**config.mk**
```make
export PLATFORM = sky130hd
export DESIGN_NAME = mieu_ctrl
export DESIGN_NICKNAME = d
export VERILOG_FILES = /design/src/rtl/core/mieu_pkg.sv /design/src/rtl/core/mieu_ctrl.sv
export SDC_FILE = /design/constraint.sdc
export NUM_CORES = 1
export LEC_CHECK = 0
export ABC_AREA = 1
export ABC_CLOCK_PERIOD_IN_PS = 1300
export BUFFER_PORTS_ARGS = -buffer_cell sky130_fd_sc_hd__buf_2
export CAP_MARGIN = 20
export CORE_AREA = 3 3 40 42
export CTS_CLUSTER_SIZE = 16
export DETAILED_ROUTE_END_ITERATION = 7
export DIE_AREA = 0 0 43 45
export SLEW_MARGIN = 10
export SYNTH_ARGS = -nofsm -noshare
export SYNTH_HDL_FRONTEND = slang
export SYNTH_SLANG_ARGS = --single-unit
```
**constraint.sdc**
```tcl
create_clock -name clk -period 1.3 [get_ports clk]
set_input_delay 0.13 -clock clk [delete_from_list [all_inputs] [get_ports clk]]
set_output_delay 0.13 -clock clk [all_outputs]
set_load 0.02 [all_outputs]
```
**src/rtl/core/mieu_pkg.sv**
```systemverilog
// Shared types, opcodes and constants of the integer execute unit.
// No dependencies; imported by every module of the block.
package mieu_pkg;

	localparam int unsigned DATA_WORDS = 1024;
	localparam int unsigned DADDR_W = $clog2(DATA_WORDS);
	localparam logic [31:0] TEXT_BASE_RST = 32'h0040_0000;

	localparam logic [2:0] FLT_NONE  = 3'd0;
	localparam logic [2:0] FLT_OVF   = 3'd1;
	localparam logic [2:0] FLT_DIV0  = 3'd2;
	localparam logic [2:0] FLT_ALIGN = 3'd3;
	localparam logic [2:0] FLT_OPC   = 3'd4;

	localparam logic [5:0] OP_SPECIAL = 6'd0;
	localparam logic [5:0] OP_REGIMM  = 6'd1;
	localparam logic [5:0] OP_J       = 6'd2;
	localparam logic [5:0] OP_JAL     = 6'd3;
	localparam logic [5:0] OP_BEQ     = 6'd4;
	localparam logic [5:0] OP_BNE     = 6'd5;
	localparam logic [5:0] OP_BLEZ    = 6'd6;
	localparam logic [5:0] OP_BGTZ    = 6'd7;
	localparam logic [5:0] OP_ADDI    = 6'd8;
	localparam logic [5:0] OP_ADDIU   = 6'd9;
	localparam logic [5:0] OP_SLTI    = 6'd10;
	localparam logic [5:0] OP_ANDI    = 6'd12;
	localparam logic [5:0] OP_ORI     = 6'd13;
	localparam logic [5:0] OP_XORI    = 6'd14;
	localparam logic [5:0] OP_LUI     = 6'd15;
	localparam logic [5:0] OP_LB      = 6'd32;
	localparam logic [5:0] OP_LH      = 6'd33;
	localparam logic [5:0] OP_LW      = 6'd35;
	localparam logic [5:0] OP_LBU     = 6'd36;
	localparam logic [5:0] OP_LHU     = 6'd37;
	localparam logic [5:0] OP_SB      = 6'd40;
	localparam logic [5:0] OP_SH      = 6'd41;
	localparam logic [5:0] OP_SW      = 6'd43;

	localparam logic [5:0] FN_SLL     = 6'd0;
	localparam logic [5:0] FN_SRL     = 6'd2;
	localparam logic [5:0] FN_SRA     = 6'd3;
	localparam logic [5:0] FN_JR      = 6'd8;
	localparam logic [5:0] FN_JALR    = 6'd9;
	localparam logic [5:0] FN_SYSCALL = 6'd12;
	localparam logic [5:0] FN_MFHI    = 6'd16;
	localparam logic [5:0] FN_MTHI    = 6'd17;
	localparam logic [5:0] FN_MFLO    = 6'd18;
	localparam logic [5:0] FN_MTLO    = 6'd19;
	localparam logic [5:0] FN_MULT    = 6'd24;
	localparam logic [5:0] FN_MULTU   = 6'd25;
	localparam logic [5:0] FN_DIV     = 6'd26;
	localparam logic [5:0] FN_DIVU    = 6'd27;
	localparam logic [5:0] FN_ADD     = 6'd32;
	localparam logic [5:0] FN_ADDU    = 6'd33;
	localparam logic [5:0] FN_SUB     = 6'd34;
	localparam logic [5:0] FN_SUBU    = 6'd35;
	localparam logic [5:0] FN_AND     = 6'd36;
	localparam logic [5:0] FN_OR      = 6'd37;
	localparam logic [5:0] FN_XOR     = 6'd38;
	localparam logic [5:0] FN_NOR     = 6'd39;
	localparam logic [5:0] FN_SLT     = 6'd42;

	localparam logic [4:0] RT_BLTZ = 5'd0;
	localparam logic [4:0] RT_BGEZ = 5'd1;
	localparam logic [4:0] REG_RA  = 5'd31;

	typedef struct packed {
		logic accept;
		logic mem_rd;
		logic md_start;
		logic commit;
		logic clear;
	} cmd_t;

	typedef struct packed {
		logic need_mem;
		logic need_md;
		logic md_done;
		logic clr_last;
	} stat_t;

	typedef struct packed {
		logic start;
		logic div;
		logic sgn;
	} md_req_t;

endpackage

```
**src/rtl/core/mieu_ctrl.sv**
```systemverilog
// Sequencer: memory clear after reset, accept, execute, memory/muldiv wait, commit.
// Depends on mieu_pkg.
module mieu_ctrl (
	input  logic            clk,
	input  logic            arst_n,
	input  logic            in_valid,
	output logic            in_stall,
	output logic            out_valid,
	input  logic            out_stall,
	input  mieu_pkg::stat_t stat,
	output mieu_pkg::cmd_t  cmd
);
	import mieu_pkg::*;

	localparam logic [2:0] ST_CLEAR = 3'd0;
	localparam logic [2:0] ST_IDLE  = 3'd1;
	localparam logic [2:0] ST_EXEC  = 3'd2;
	localparam logic [2:0] ST_MEM   = 3'd3;
	localparam logic [2:0] ST_MD    = 3'd4;

	logic [2:0] state_q, state_d;
	logic       ov_q, out_free;

	assign out_free = !ov_q || !out_stall;

	always_comb begin
		state_d = state_q;
		cmd     = '0;
		unique case (state_q)
			ST_CLEAR: begin
				cmd.clear = 1'b1;
				if (stat.clr_last) state_d = ST_IDLE;
			end
			ST_IDLE: begin
				if (in_valid) begin
					cmd.accept = 1'b1;
					state_d = ST_EXEC;
				end
			end
			ST_EXEC: begin
				if (stat.need_mem) begin
					cmd.mem_rd = 1'b1;
					state_d = ST_MEM;
				end else if (stat.need_md) begin
					cmd.md_start = 1'b1;
					state_d = ST_MD;
				end else if (out_free) begin
					cmd.commit = 1'b1;
					state_d = ST_IDLE;
				end
			end
			ST_MEM: begin
				if (out_free) begin
					cmd.commit = 1'b1;
					state_d = ST_IDLE;
				end
			end
			ST_MD: begin
				if (stat.md_done && out_free) begin
					cmd.commit = 1'b1;
					state_d = ST_IDLE;
				end
			end
			default: state_d = ST_IDLE;
		endcase
	end

	always_ff @(posedge clk or negedge arst_n) begin
		if (!arst_n) begin
			state_q <= ST_CLEAR;
			ov_q    <= 1'b0;
		end else begin
			state_q <= state_d;
			if (cmd.commit) ov_q <= 1'b1;
			else if (!out_stall) ov_q <= 1'b0;
		end
	end

	assign in_stall  = (state_q != ST_IDLE);
	assign out_valid = ov_q;

endmodule

```
==> qor.yml, run 1 <==
synth_compound_area_frac: 0.0469
status: "finished, violations left"
syn_area_per_cell_um2: 6.04
place_congestion: 0.739
p_clk_frac: 0.155
fin_skew_ns: 0.00153
power_switching_w: 0.000484
syn_to_final_growth_pct: 67.2
setup.worst_path.start_class: "flop"
irDropWorstVdd_uv: 841
final_cell_mix: "nand2_1 (12), buf_4 (10), buf_2 (9)"
grt_pass1_vias: 390
multi_input_area_um2: 198
insertion_delay_ns: 0.24
dr.pass1.iters: 4
totalWireLength_um: 924
criticalPathCategory: "flop to output port"
drc: 0
cts_buffers: 3
drive_gt1_frac: 0.506
nFillCells: 135
grtUsageTotal: 0.115
rsz0062_at_grt: "yes"
start_util: 0.249
path_clk_slew_ns: 0.04
core_um2: 1280
path_cells: "inv_4, nor3_2, nand3_1, inv_1, buf_6"
hp-class: "input pin to async pin"
synth_xor_xnor_area_share: 0
grt_first_pass_wirelength_um: 1600
p_per_area_nw_per_um2: 1920
crit_path_max_fanout: 4
required_ns: 1.17
cpPeakStageDelay_ns: 0.40
synth_cells: 53
fin_nets: 87
whs_ns: 0.219
ys_warn_count: 0
relSlewSlack: 0.864
power.internal_w: 0.000544
final_common_cell: "nand2_1"
grt-ovfl-total: 0
arrival_ns: 1.20
combPwrFrac: 0.611
final-seq-area_um2: 104
maxSlewViolCount: 0
synth-simple-area-share: 0.500
vias: 405
critPathTopFamily: "flip-flops"
drtAntennaViolNets: 0
place_area_um2: 402
wl_per_cell_um: 10.0
die_w_um: 43
violations: "negative setup slack"
cp_slowest_cell: "dfrtp_2"
setup_viol: 2
cellLeakagePower_nw: 0.306
rrSetupSlack_ns: 0.15
synth-seq-cells: 4
hpwlAfterDp_um: 624
p_seq_frac: 0.235
synth_seq_area_share: 0.313
root_buffer: "clkbuf_4"
synth_mux_area_frac: 0
synth_top_family_by_area: "simple AND/OR/NAND/NOR gates"
io_pins: 15
ctsHtreeMaxLevel: 1
dp_worst_setup_slack_ns: 0.134
synth_fp_nets: 61
die-area_um2: 1940
yosysUniqueCellTypes: 14
vias_per_cell: 4.40
tightest_slew_ns: 0.204
cts_tree: "done"
fin_crit_ns: 1.33
antenna_found_initial: 0
timing.final.crit_share: 1.02
drv_cap: 0
clockBufferDepth: 2
design_area_um2: 536
worst_slack_ns: -0.0283
crit_buf_inv: 3
rows: 13
grt_max_degree: 9
first_iter_violations: 19
final-hold-violation-count: 0
power_w: 0.00103
syn-cell-area_um2: 320
worst_setup_path_end_kind: "output port"
fmax_mhz: 753
num_antenna_cells: 0
cts.sinks: 4
synth_fa_ha_area_frac: 0
swShare: 0.471
die_y_um: 45
io_buffers: 14
-- worst reg2reg max path, stage by stage (launching register included) --
cell and delay, ns:
dfrtp_2 0.47, inv_2 0.10, nand4_1 0.12, buf_4 0.17, nand2_1 0.05, nand2_1 0.05, a21oi_1 0.11
-- worst paths after layout --
kind | from | endpoint | depth (start not counted)
min | arst_n | state_q[1] | 2
min in group clk | in_valid | state_q[0] | 4
max | state_q[1] | cmd[2] | 5
max in group asynchronous | arst_n | state_q[2] | 2
max reg2reg | state_q[2] | state_q[1] | 6
min reg2reg | state_q[1] | state_q[1] | 3
-- synth_stat cells (all sizes together) --
cell type,n,share of area
nand2,14,0.16
inv,10,0.12
nor2,9,0.14
nand3,8,0.13
dfrtp,4,0.31
nor3,2,0.031
o21ai,2,0.031
a21oi,1,0.016
buf,1,0.023
nand3b,1,0.023
nand4,1,0.020
-- kinds of logic after synthesis --
group	Yosys count
compound gates	3
buf+inv	11
flops	4
simple gates	35
-- sequential cells by signal, indices dropped and copies added, names as in the netlist --
signal / cells
state_q: 3
out_valid: 1
-- repair_timing --
action	in CTS	in global routing
setup endpoints to repair	4	5
pin swaps	7	1
hold endpoints to repair	4	0
hold buffers	1	0
gates resized for setup	13	6
setup buffers	5	2
-- metal layers --
| metal | vias to the layer above | track usage | share of wire | routed length, um |
|---|---|---|---|---|
| met2 | 16 | 0.180 | 0.46 | 429 |
| met3 | 5 | 0.0518 | 0.080 | 74 |
| met4 | 0 | 0.0723 | 0.054 | 50 |
| met5 | - | 0 | 0 | 0 |
| met1 | 170 | 0.128 | 0.40 | 369 |
| li1 | 214 | - | - | - |
-- power by group through the flow --
stage	clock network (W)	registers, W	logic (W)
after floorplan	0	0.000228	0.000345
after global placement	0	0.000221	0.000486
after detailed placement	0	0.000223	0.000485
after CTS	0.000163	0.000237	0.000588
after global routing	0.000180	0.000247	0.000709
final	0.000159	0.000241	0.000627
-- layout make-up --
cell class | count | share of cell area
inverter | 10 | 0.0748
clock buffer | 3 | 0.0421
sequential | 4 | 0.194
timing repair buffer | 22 | 0.285
tap | 15 | 0.0350
multi-input combinational | 38 | 0.369
-- per-stage QoR --
stage / TNS (ns) / utilization / std cells
after floorplan: 0 / - / 53
after global placement: 0 / 0.313 / 81
after detailed placement: 0 / 0.313 / 81
after CTS: -0.0172 / 0.392 / 90
after global routing: -0.387 / 0.417 / 92
final: -0.0419 / 0.417 / 92
(Power assumes the default switching activity.)
==> run 2: changes to the inputs <==
--- a/config.mk
+++ b/config.mk
@@ -5,7 +5,6 @@
 export SDC_FILE = /design/constraint.sdc
 export NUM_CORES = 1
 export LEC_CHECK = 0
-export ABC_AREA = 1
 export ABC_CLOCK_PERIOD_IN_PS = 1300
 export BUFFER_PORTS_ARGS = -buffer_cell sky130_fd_sc_hd__buf_2
 export CAP_MARGIN = 20
@@ -13,6 +12,7 @@
 export CTS_CLUSTER_SIZE = 16
 export DETAILED_ROUTE_END_ITERATION = 7
 export DIE_AREA = 0 0 43 45
+export SETUP_SLACK_MARGIN = 0.02
 export SLEW_MARGIN = 10
 export SYNTH_ARGS = -nofsm -noshare
 export SYNTH_HDL_FRONTEND = slang
==> run 2 against run 1 <==
The run still ends with negative setup slack left; clock power about the same; die area did not move; critical path type unchanged; sequential power fell by 9.5%; critical path depth shrank 1; clock skew increased by 0.0027 ns; first-iteration DRC count decreased by 68%; largest cell class unchanged.
==> qor.yml, run 2 <==
status: "finished, violations left"
violations: "negative setup slack"
first_iter_violations: 6  # -13
ys_warn_count: 0  # unchanged
rows: 13  # unchanged
die-area_um2: 1940  # unchanged
clockBufferDepth: 2  # unchanged
irDropWorstVdd_uv: 643  # -24%
setup_viol: 4  # +2
synth_enable_flop_cells: 0  # unchanged
fmax_mhz: 704  # -6.5%
top_layer_used: "met3"
drv_cap: 0  # unchanged
fin_nets: 69  # -21%
yosysTopAreaCell: "dfrtp_1"
vias: 344  # -15%
syn_area_per_cell_um2: 8.72  # +44%
grt-ovfl-total: 0  # unchanged
fin_skew_ns: 0.00423  # +0.00270 ns
wl_met2_um: 407  # -5.1%
root_buffer: "clkbuf_4"
p_per_area_nw_per_um2: 1990  # +3.9%
drive_gt1_frac: 0.576  # +0.0698
synth_xor_xnor_area_share: 0  # unchanged
drc: 0  # unchanged
place_area_um2: 437  # +8.7%
design_area_um2: 528  # -1.4%
cts_buffers: 3  # unchanged
grt_first_pass_wirelength_um: 1460  # -8.6%
setup.worst_path.start_class: "flop"
synth_compound_area_frac: 0.295  # +0.248
synth_cells: 36  # -32%
timing.final.crit_share: 1.09  # +0.0705
tightest_slew_ns: 0.282  # +0.0777 ns
io_buffers: 14  # unchanged
place_congestion: 0.816  # +11%
synth-simple-area-share: 0.319  # -0.181
crit_path_max_fanout: 4  # unchanged
yosysUniqueCellTypes: 22  # +8
die_w_um: 43  # unchanged
totalWireLength_um: 848  # -8.2%
yosys-top-cells-count: "dfrtp_1 (4), a21oi_1 (3), nand2_1 (3)"
met3_length_um: 56  # -24%
cts_tree: "done"
path_clk_slew_ns: 0.04  # about the same
synth_mux_area_frac: 0  # unchanged
worst_setup_path_end_kind: "output port"
synth_seq_area_share: 0.319  # +0.00623
required_ns: 1.17  # about the same
antenna_found_initial: 0  # unchanged
insertion_delay_ns: 0.24  # about the same
dr.pass1.iters: 4  # unchanged
final-hold-violation-count: 0  # unchanged
hpwlAfterDp_um: 665  # +6.6%
worst_slack_ns: -0.120  # -0.0917 ns
relSlewSlack: 0.812  # -0.0518
grtUsageTotal: 0.105  # -0.0106
grt_max_degree: 9  # unchanged
start_util: 0.244  # -0.00487
core_um2: 1280  # unchanged
syn-cell-area_um2: 314  # -2.0%
num_antenna_cells: 0  # unchanged
power_w: 0.00105  # +2.5%
arrival_ns: 1.29  # +0.09 ns
synth-seq-cells: 4  # unchanged
cts.sinks: 4  # unchanged
wl_per_cell_um: 11.5  # +14%
grt_pass1_vias: 351  # -10%
synth_most_common_cell: "dfrtp_1"
rsz0062_at_grt: "yes"
regMostFlops: "state_q"
largest_reg_flops: 3  # unchanged
nFillCells: 149  # +10%
hp-class: "input pin to async pin"
synth_top_area_frac: 0.319  # +0.00623
wl_met1_um: 384  # +4.1%
final_common_cell: "buf_4"
maxSlewViolCount: 0  # unchanged
io_pins: 15  # unchanged
syn_to_final_growth_pct: 68.1
synth_top_family_by_area: "simple AND/OR/NAND/NOR gates"
synthTopCellsByArea: "dfrtp_1 (32%), a2111oi_4 (8.8%), a21oi_1 (4.8%)"
die_y_um: 45  # unchanged
fin_crit_ns: 1.42  # +0.0917 ns
final_cell_mix: "buf_4 (11), buf_2 (8), nand2_1 (3), clkbuf_4 (3), dfrtp_1 (3)"
criticalPathCategory: "flop to output port"
vias_per_cell: 4.65  # +5.6%
cellLeakagePower_nw: 0.251  # -18%
drtAntennaViolNets: 0  # unchanged
synth_fp_nets: 44  # -28%
async_reset_ff_frac: 1.00  # unchanged
synth_fa_ha_area_frac: 0  # unchanged
ys.flop_type: "dfrtp_1"
ctsHtreeMaxLevel: 1  # unchanged
-- run 2: final cells by class --
type,count,area [um^2],area share
multi-input combinational,27,219,0.415
timing repair buffer,22,155,0.294
sequential,4,101,0.192
clock buffer,3,22.5,0.0427
tap,15,18.8,0.0355
inverter,3,11.3,0.0213
-- run 2: cells by family (layout without fill, tap and decap cells) --
logic type	after synthesis	after routing
and+or+nand+nor	16	16
AOI/OAI and AO/OA	11	11
DFF	4	4
buffers and inverters	5	28
-- run 2: worst paths after layout --
| check | from | endpoint | slack (ns) | cells after the start |
|---|---|---|---|---|
| max in group asynchronous | arst_n | state_q[2] | 0.95 | 2 |
| worst min-delay path | arst_n | out_valid | 0.22 | 2 |
| worst max register to register | state_q[2] | state_q[0] | 0.13 | 4 |
| worst max-delay path | state_q[1] | cmd[1] | -0.12 | 4 |
| worst min register to register | out_valid | out_valid | 0.60 | 2 |
| min in group clk | in_valid | state_q[1] | 0.25 | 3 |
-- run 2: timing repair --
item,in CTS,in global routing
pin swaps,3,0
endpoints found under the setup margin,6,6
hold buffers,1,0
hold endpoints to repair,4,0
resized for setup,12,1
setup buffers,3,0
-- run 2: worst max-delay path, stage by stage, from the launching register on --
cell and delay, ns:
dfrtp_1 0.40, nor4bb_1 0.29, a31oi_1 0.10, a21oi_2 0.12
buf_4 0.14
-- run 2: through the flow --
| stage | worst slack, ns | instances | utilization | TNS, ns | hold WS (ns) |
|---|---|---|---|---|---|
| global placement | 0.0953 | 68 | 0.340 | 0 | -0.0618 |
| detailed placement | 0.0592 | 68 | 0.340 | 0 | -0.0619 |
| floorplan | 0.0367 | 36 | - | 0 | -0.166 |
| global route | -0.239 | 74 | 0.411 | -0.775 | 0.224 |
| CTS | -0.153 | 74 | 0.409 | -0.438 | 0.223 |
| finish | -0.120 | 74 | 0.411 | -0.343 | 0.223 |
-- run 2: power breakdown --
part           leakage (nW)  internal, W  switching, W
logic                 0.188     0.000323      0.000353
registers            0.0492     0.000172     0.0000462
clock network        0.0138     0.000104     0.0000550
-- run 2: per-layer routing --
layer / vias to the layer above / global-route usage
met4: 0 / 0.0181
li1: 178 / -
met3: 0 / 0.0637
met2: 11 / 0.168
met5: - / 0
met1: 155 / 0.122
